--- config.mk ---
export PLATFORM = sky130hd
export DESIGN_NAME = uart_rb_ring
export DESIGN_NICKNAME = d
export VERILOG_FILES = /design/src/rtl/uart_rb_pkg.sv /design/src/rtl/uart_rb_ram.sv /design/src/rtl/uart_rb_ring.sv
export SDC_FILE = /design/constraint.sdc
export NUM_CORES = 2
export LEC_CHECK = 0
export ABC_AREA = 1
export BUFFER_PORTS_ARGS = -buffer_cell sky130_fd_sc_hd__buf_4
export CAP_MARGIN = 5
export CORE_MARGIN = 2
export CORE_UTILIZATION = 35
export CTS_BUF_LIST = sky130_fd_sc_hd__clkbuf_4 sky130_fd_sc_hd__clkbuf_8
export DETAILED_ROUTE_END_ITERATION = 10
export SLEW_MARGIN = 20
export SYNTH_ARGS = -nofsm -noshare
export SYNTH_HDL_FRONTEND = slang
export SYNTH_SLANG_ARGS = --single-unit
--- constraint.sdc ---
create_clock -name clk_i -period 5.94 [get_ports clk_i]
set_clock_uncertainty 0.1 [all_clocks]
set_input_delay 0.297 -clock clk_i [delete_from_list [all_inputs] [get_ports clk_i]]
set_output_delay 0.297 -clock clk_i [all_outputs]
set_load 0.01 [all_outputs]
--- src/rtl/uart_rb_pkg.sv ---
// Shared constants, codes and types for the UART receive/transmit ring buffers.
`default_nettype none

package uart_rb_pkg;

  localparam int unsigned BYTE_W = 8;
  localparam int unsigned CFG_W  = 9;
  localparam int unsigned FILL_W = 9;
  localparam int unsigned OP_W   = 3;
  localparam int unsigned CNT_W  = 5;
  localparam int unsigned KIND_W = 3;
  localparam int unsigned IDX_W  = 1;

  localparam int unsigned RX_DEPTH_DEF  = 256;
  localparam int unsigned TX_DEPTH_DEF  = 256;
  localparam int unsigned MAX_BURST_DEF = 16;

  localparam logic [CFG_W-1:0] CAP_RESET = 9'd255;

  // register indexes
  localparam logic [IDX_W-1:0] REG_RX_CAP = 1'b0;
  localparam logic [IDX_W-1:0] REG_TX_CAP = 1'b1;

  // operation codes
  localparam logic [OP_W-1:0] OP_RX_BYTE = 3'd0;
  localparam logic [OP_W-1:0] OP_HOST_RD = 3'd1;
  localparam logic [OP_W-1:0] OP_HOST_WR = 3'd2;
  localparam logic [OP_W-1:0] OP_TX_RDY  = 3'd3;
  localparam logic [OP_W-1:0] OP_TX_DONE = 3'd4;

  // result kinds
  localparam logic [KIND_W-1:0] KIND_RX_DONE  = 3'd0;
  localparam logic [KIND_W-1:0] KIND_RD_BYTE  = 3'd1;
  localparam logic [KIND_W-1:0] KIND_NO_DATA  = 3'd2;
  localparam logic [KIND_W-1:0] KIND_OVF      = 3'd3;
  localparam logic [KIND_W-1:0] KIND_TX_ACC   = 3'd4;
  localparam logic [KIND_W-1:0] KIND_TX_FULL  = 3'd5;
  localparam logic [KIND_W-1:0] KIND_LINE     = 3'd6;
  localparam logic [KIND_W-1:0] KIND_IDLE_ACK = 3'd7;

  typedef struct packed {
    logic push;
    logic pop;
    logic flush;
  } ring_cmd_t;

  typedef struct packed {
    logic [FILL_W-1:0] level;
    logic [FILL_W-1:0] level_nxt;
    logic              full;
    logic              empty;
  } ring_stat_t;

endpackage

`default_nettype wire

--- src/rtl/uart_rb_ram.sv ---
// Generic single-write, single-read synchronous RAM with registered read data.
`default_nettype none

module uart_rb_ram #(
  parameter int unsigned WIDTH = 8,
  parameter int unsigned DEPTH = 256
) (
  input  wire logic                     clk_i,
  input  wire logic                     we_i,
  input  wire logic [$clog2(DEPTH)-1:0] waddr_i,
  input  wire logic [WIDTH-1:0]         wdata_i,
  input  wire logic                     re_i,
  input  wire logic [$clog2(DEPTH)-1:0] raddr_i,
  output logic      [WIDTH-1:0]         rdata_o
);

  logic [WIDTH-1:0] mem [DEPTH];
  logic [WIDTH-1:0] rdata_q;

  always_ff @(posedge clk_i) begin
    if (we_i) begin
      mem[waddr_i] <= wdata_i;
    end
    if (re_i) begin
      rdata_q <= mem[raddr_i];
    end
  end

  assign rdata_o = rdata_q;

endmodule

`default_nettype wire

--- src/rtl/uart_rb_ring.sv ---
// Byte ring buffer: pointers, fill level and capacity wrap around one RAM.
`default_nettype none

module uart_rb_ring import uart_rb_pkg::*; #(
  parameter int unsigned DEPTH = RX_DEPTH_DEF
) (
  input  wire logic              clk_i,
  input  wire logic              rst_ni,
  input  wire logic [CFG_W-1:0]  cap_i,
  input  wire ring_cmd_t         cmd_i,
  input  wire logic [BYTE_W-1:0] wdata_i,
  output logic      [BYTE_W-1:0] rdata_o,
  output ring_stat_t             stat_o
);

  localparam int unsigned PW = $clog2(DEPTH);
  localparam int unsigned CW = (PW + 1 > CFG_W) ? PW + 1 : CFG_W;

  logic [CW-1:0]     cap_ext;
  logic [CW-1:0]     cap;
  logic [PW-1:0]     wp_q, wp_d, rp_q, rp_d;
  logic [PW-1:0]     wp_cur, rp_cur, wp_nxt, rp_nxt;
  logic [CW-1:0]     wp_inc, rp_inc;
  logic [FILL_W-1:0] level_q, level_d;

  // Zero acts as one, anything above the depth acts as the depth.
  always_comb begin
    cap_ext = CW'(cap_i);
    if (cap_ext == '0) begin
      cap = CW'(1);
    end else if (cap_ext > CW'(DEPTH)) begin
      cap = CW'(DEPTH);
    end else begin
      cap = cap_ext;
    end
  end

  // A pointer left beyond a shrunken capacity wraps to entry zero before use.
  always_comb begin
    wp_cur = (CW'(wp_q) >= cap) ? '0 : wp_q;
    rp_cur = (CW'(rp_q) >= cap) ? '0 : rp_q;
    wp_inc = CW'(wp_cur) + CW'(1);
    rp_inc = CW'(rp_cur) + CW'(1);
    wp_nxt = (wp_inc >= cap) ? '0 : wp_inc[PW-1:0];
    rp_nxt = (rp_inc >= cap) ? '0 : rp_inc[PW-1:0];
  end

  always_comb begin
    wp_d    = wp_q;
    rp_d    = rp_q;
    level_d = level_q;
    if (cmd_i.flush) begin
      wp_d    = '0;
      rp_d    = '0;
      level_d = '0;
    end else if (cmd_i.push) begin
      wp_d    = wp_nxt;
      level_d = level_q + FILL_W'(1);
    end else if (cmd_i.pop) begin
      rp_d    = rp_nxt;
      level_d = level_q - FILL_W'(1);
    end
  end

  always_ff @(posedge clk_i or negedge rst_ni) begin
    if (!rst_ni) begin
      wp_q    <= '0;
      rp_q    <= '0;
      level_q <= '0;
    end else begin
      wp_q    <= wp_d;
      rp_q    <= rp_d;
      level_q <= level_d;
    end
  end

  uart_rb_ram #(
    .WIDTH (BYTE_W),
    .DEPTH (DEPTH)
  ) u_ram (
    .clk_i   (clk_i),
    .we_i    (cmd_i.push & ~cmd_i.flush),
    .waddr_i (wp_cur),
    .wdata_i (wdata_i),
    .re_i    (cmd_i.pop & ~cmd_i.flush),
    .raddr_i (rp_cur),
    .rdata_o (rdata_o)
  );

  assign stat_o.level     = level_q;
  assign stat_o.level_nxt = level_d;
  assign stat_o.full      = (CW'(level_q) >= cap);
  assign stat_o.empty     = (level_q == '0);

endmodule

`default_nettype wire

==> run summary <==
CTS root buf = clkbuf_8
clock-pin slew on the worst setup and hold paths = 60 ps
Final Critical Period = 4640 ps
status = completed
worst hold-check path type = in -> reg
Die W = 515 microns
Ports = 50
Pleak = 40.6 nW
final hold vios = 0
grt met2 use = 31.1%
Final #Nets = 8847
fmax = 215 MHz
GR Util met1 = 27.6%
Reg2Reg Launch Point = wp_q[4]$_DFFE_PN0P_
Reg area = 0.0624 sq mm
H-tree depth = 5
Post-Route WL = 270000 microns
Most Used Layer, Global Route = met2
Multi-input gate area = 0.0222 sq mm
FFs w/ async S/R, synth = 1.20%
Syn-to-layout area delta = 13.0%
Synth cell types = 39
row cnt = 187
die area = 0.265 sq mm
post-synthesis sequential area ratio = 68.2%
WP data arrival = 5170 ps
Num CTS Buffers = 344
clock buffer depth = 4
R2R depth = 11
measured slew at the worst slew-check pin = 1090 ps
EDFF count, synth = 2056
Overflow after GRT = 0
R2R setup slack = 1300 ps
Max VDD drop = 242 uV
GRT Resource Usage Total = 19.9%
# fillers = 24900
mean area per synthesized cell = 10.7 sq um
Residual DRC = 0
worst hold start = cmd_i[2]
initial antenna violation count = 10
critical path fanouts, max = 11
Critical Path RT = 6470 ps
grt met3 use = 3.83%
final core utilization = 39.8%
ys flop type = edfxtp_1
Worst Hold Endpoint = level_q[5]$_DFF_PN0_
Worst R2R End = u_ram.mem[95][7]$_DFFE_PP_
post-cts resize count = 0
gate count after technology mapping = 8584
first-pass GRT wire length = 400000 microns
Sinks on Clock Net = 2081
vias = 64700
slowest stage cell, crit path = nor2_1
dpl hpwl = 153000 microns
crit end category = flop
largest net degree at the start of global routing = 149
cells along the critical path = ha_1, a21oi_1, o21ai_0, a21oi_2, o311ai_4, nor2_1, ha_1, inv_1, nor2_1, nand2_2, nor2_1
pwr/cell area = 293 mW/mm^2
1st-iter DRT viols = 8066
first drt pass iteration count = 8
Synth Net Count = 8657
final number of setup-violating endpoints = 0
PortBufs = 49
vias in the first global route = 61700
CP Launch Type = flop
layout cell share with drive strength beyond 1 = 10.7%
postcts setup bufs = 0
Fin Setup TNS = 0 ps
DIE HEIGHT = 515 microns
Setup Crit Path Kind = reg -> reg
Avg WL per Cell = 21.7 microns
Antenna Nets Post-Route = 0
Slew Limit Headroom = 27.2%
max cap viols = 0
final period utilization = 78.2%
RD Place Congestion = 0.865
Min-Delay Path Depth = 5
Post-Syn Area = 0.0914 sq mm
Slew Viols, Final = 0
crit-path max cell delay = 830 ps
CP most frequent cell = nor2_1
Seq cells post-synth = 2081
CTS tree = yes
yosys warns = 0
starting density of the core = 35.2%
RSZ-0062 raised after global routing = false
Clock Latency Late Sink = 1050 ps
area of the core = 0.260 sq mm
post-DR vias/cell = 5.21
worst max-delay path, delay by kind of cell (launching register included):
family          cells  cell delay [ps]
buf+inv             1              150
fa+ha+maj           2              720
flops               1              440
compound gates      4              670
simple gates        4             2130
cell usage after synthesis (2+ instances only):
| cell | count | share of area [%] |
|---|---|---|
| edfxtp_1 | 2056 | 68 |
| nand2_1 | 1925 | 7.9 |
| nand3_1 | 1633 | 8.9 |
| inv_1 | 1169 | 4.8 |
| nor2_1 | 521 | 2.1 |
| buf_2 | 304 | 1.7 |
| nand4_1 | 291 | 2.0 |
| clkbuf_1 | 179 | 0.73 |
| o21ai_0 | 79 | 0.43 |
| o211ai_1 | 57 | 0.47 |
| o21bai_1 | 52 | 0.43 |
| ha_1 | 51 | 0.70 |
| o22ai_1 | 49 | 0.34 |
| or2_2 | 38 | 0.26 |
| buf_1 | 36 | 0.15 |
| a21oi_1 | 27 | 0.15 |
| buf_4 | 27 | 0.22 |
| dfrtp_1 | 25 | 0.68 |
| nor3_1 | 20 | 0.11 |
| nor2_2 | 9 | 0.062 |
| inv_2 | 6 | 0.025 |
| o21ai_1 | 5 | 0.027 |
| xor2_1 | 4 | 0.038 |
| nor4_1 | 3 | 0.021 |
| a22o_1 | 2 | 0.019 |
| nand3_2 | 2 | 0.022 |
| o21a_1 | 2 | 0.016 |
logic make-up after synthesis:
family	after synthesis	share of synthesized area, %
simple gates	4446	21.5
flops	2081	68.2
buf+inv	1722	7.60
compound gates	280	1.96
fa+ha+maj	51	0.698
xor+xnor	4	0.0383
what timing repair did:
item,4_1_cts,5_1_grt
hold endpoints to repair,777,0
hold buffers,18,0
setup endpoints to repair,0,0
routing by layer:
layer  routed length (microns)  vias to the layer above
met4                      8830                        2
met3                     25000                      576
met1                    113000                    31500
met2                    123000                     3154
li1                          -                    29500
met5                        13                        -
cell type report:
cell class / instances / share of cell area [%]
Inverter: 1176 / 4.30
Antenna cell: 6 / 0.0145
Clock buffer: 482 / 5.66
Tap cell: 3402 / 4.12
Clock inverter: 102 / 0.516
Sequential cell: 2081 / 60.4
Timing Repair Buffer: 390 / 3.49
Multi-Input combinational cell: 4781 / 21.5
state kept, by name, indices dropped and copies added (netlist names):
name	flops
u_ram.rdata_o	8
rp_q	8
wp_q	8
level_q	9
u_ram.mem	2048
through the flow:
| step | instances | hold WS, ps | total power, mW | worst slack (ps) | area (sq um) |
|---|---|---|---|---|---|
| floorplan | 8584 | -98.6 | 17.6 | 1650 | 91400 |
| global placement | 11800 | 126 | 18.4 | 371 | 96700 |
| detailed placement | 11800 | 138 | 18.4 | 618 | 96700 |
| CTS | 12400 | 26.7 | 30.5 | 1340 | 103000 |
| global route | 12400 | 116 | 31.3 | 953 | 103000 |
| finish | 12400 | 146 | 30.3 | 1300 | 103000 |
where the power goes:
part	switching, mW	internal (mW)	leakage (nW)
logic	1.47	0.513	18.4
clock network	5.67	6.48	3.40
registers	0.0191	16.2	18.8
worst max path at each step:
stage	from	end	slack, ps	cells after the start
3_3_place_gp	cap_i[7]	rp_q[7]$_DFFE_PN0P_	370	29
5_1_grt	cap_i[8]	rp_q[7]$_DFFE_PN0P_	950	28
3_5_place_dp	cap_i[7]	rp_q[7]$_DFFE_PN0P_	620	29
4_1_cts	wp_q[4]$_DFFE_PN0P_	u_ram.mem[95][0]$_DFFE_PP_	1340	11
2_1_floorplan	cap_i[7]	rp_q[6]$_DFFE_PN0P_	1650	31
6_report	wp_q[4]$_DFFE_PN0P_	u_ram.mem[95][7]$_DFFE_PP_	1300	11
layout by cell type (no fill, tap or decap), drive strengths merged:
cell,instances
o22ai,49
clkbuf,482
ha,51
a21oi,28
dfrtp,25
nor3,21
diode,6
buf,373
or2,38
clkinvlp,3
nor4,3
o31ai,2
nand3,1635
a41o,1
nor2,531
o21bai,52
o21a,2
inv,1176
a22o,2
o21ai,84
o311ai,1
a41oi,1
edfxtp,2056
dlygate4sd3,17
bufinv,4
o211ai,57
a21boi,1
clkinv,95
nand3b,1
nand2,1926
xor2,4
nand4,291
Note: power is estimated with default switching activity, not from simulation.
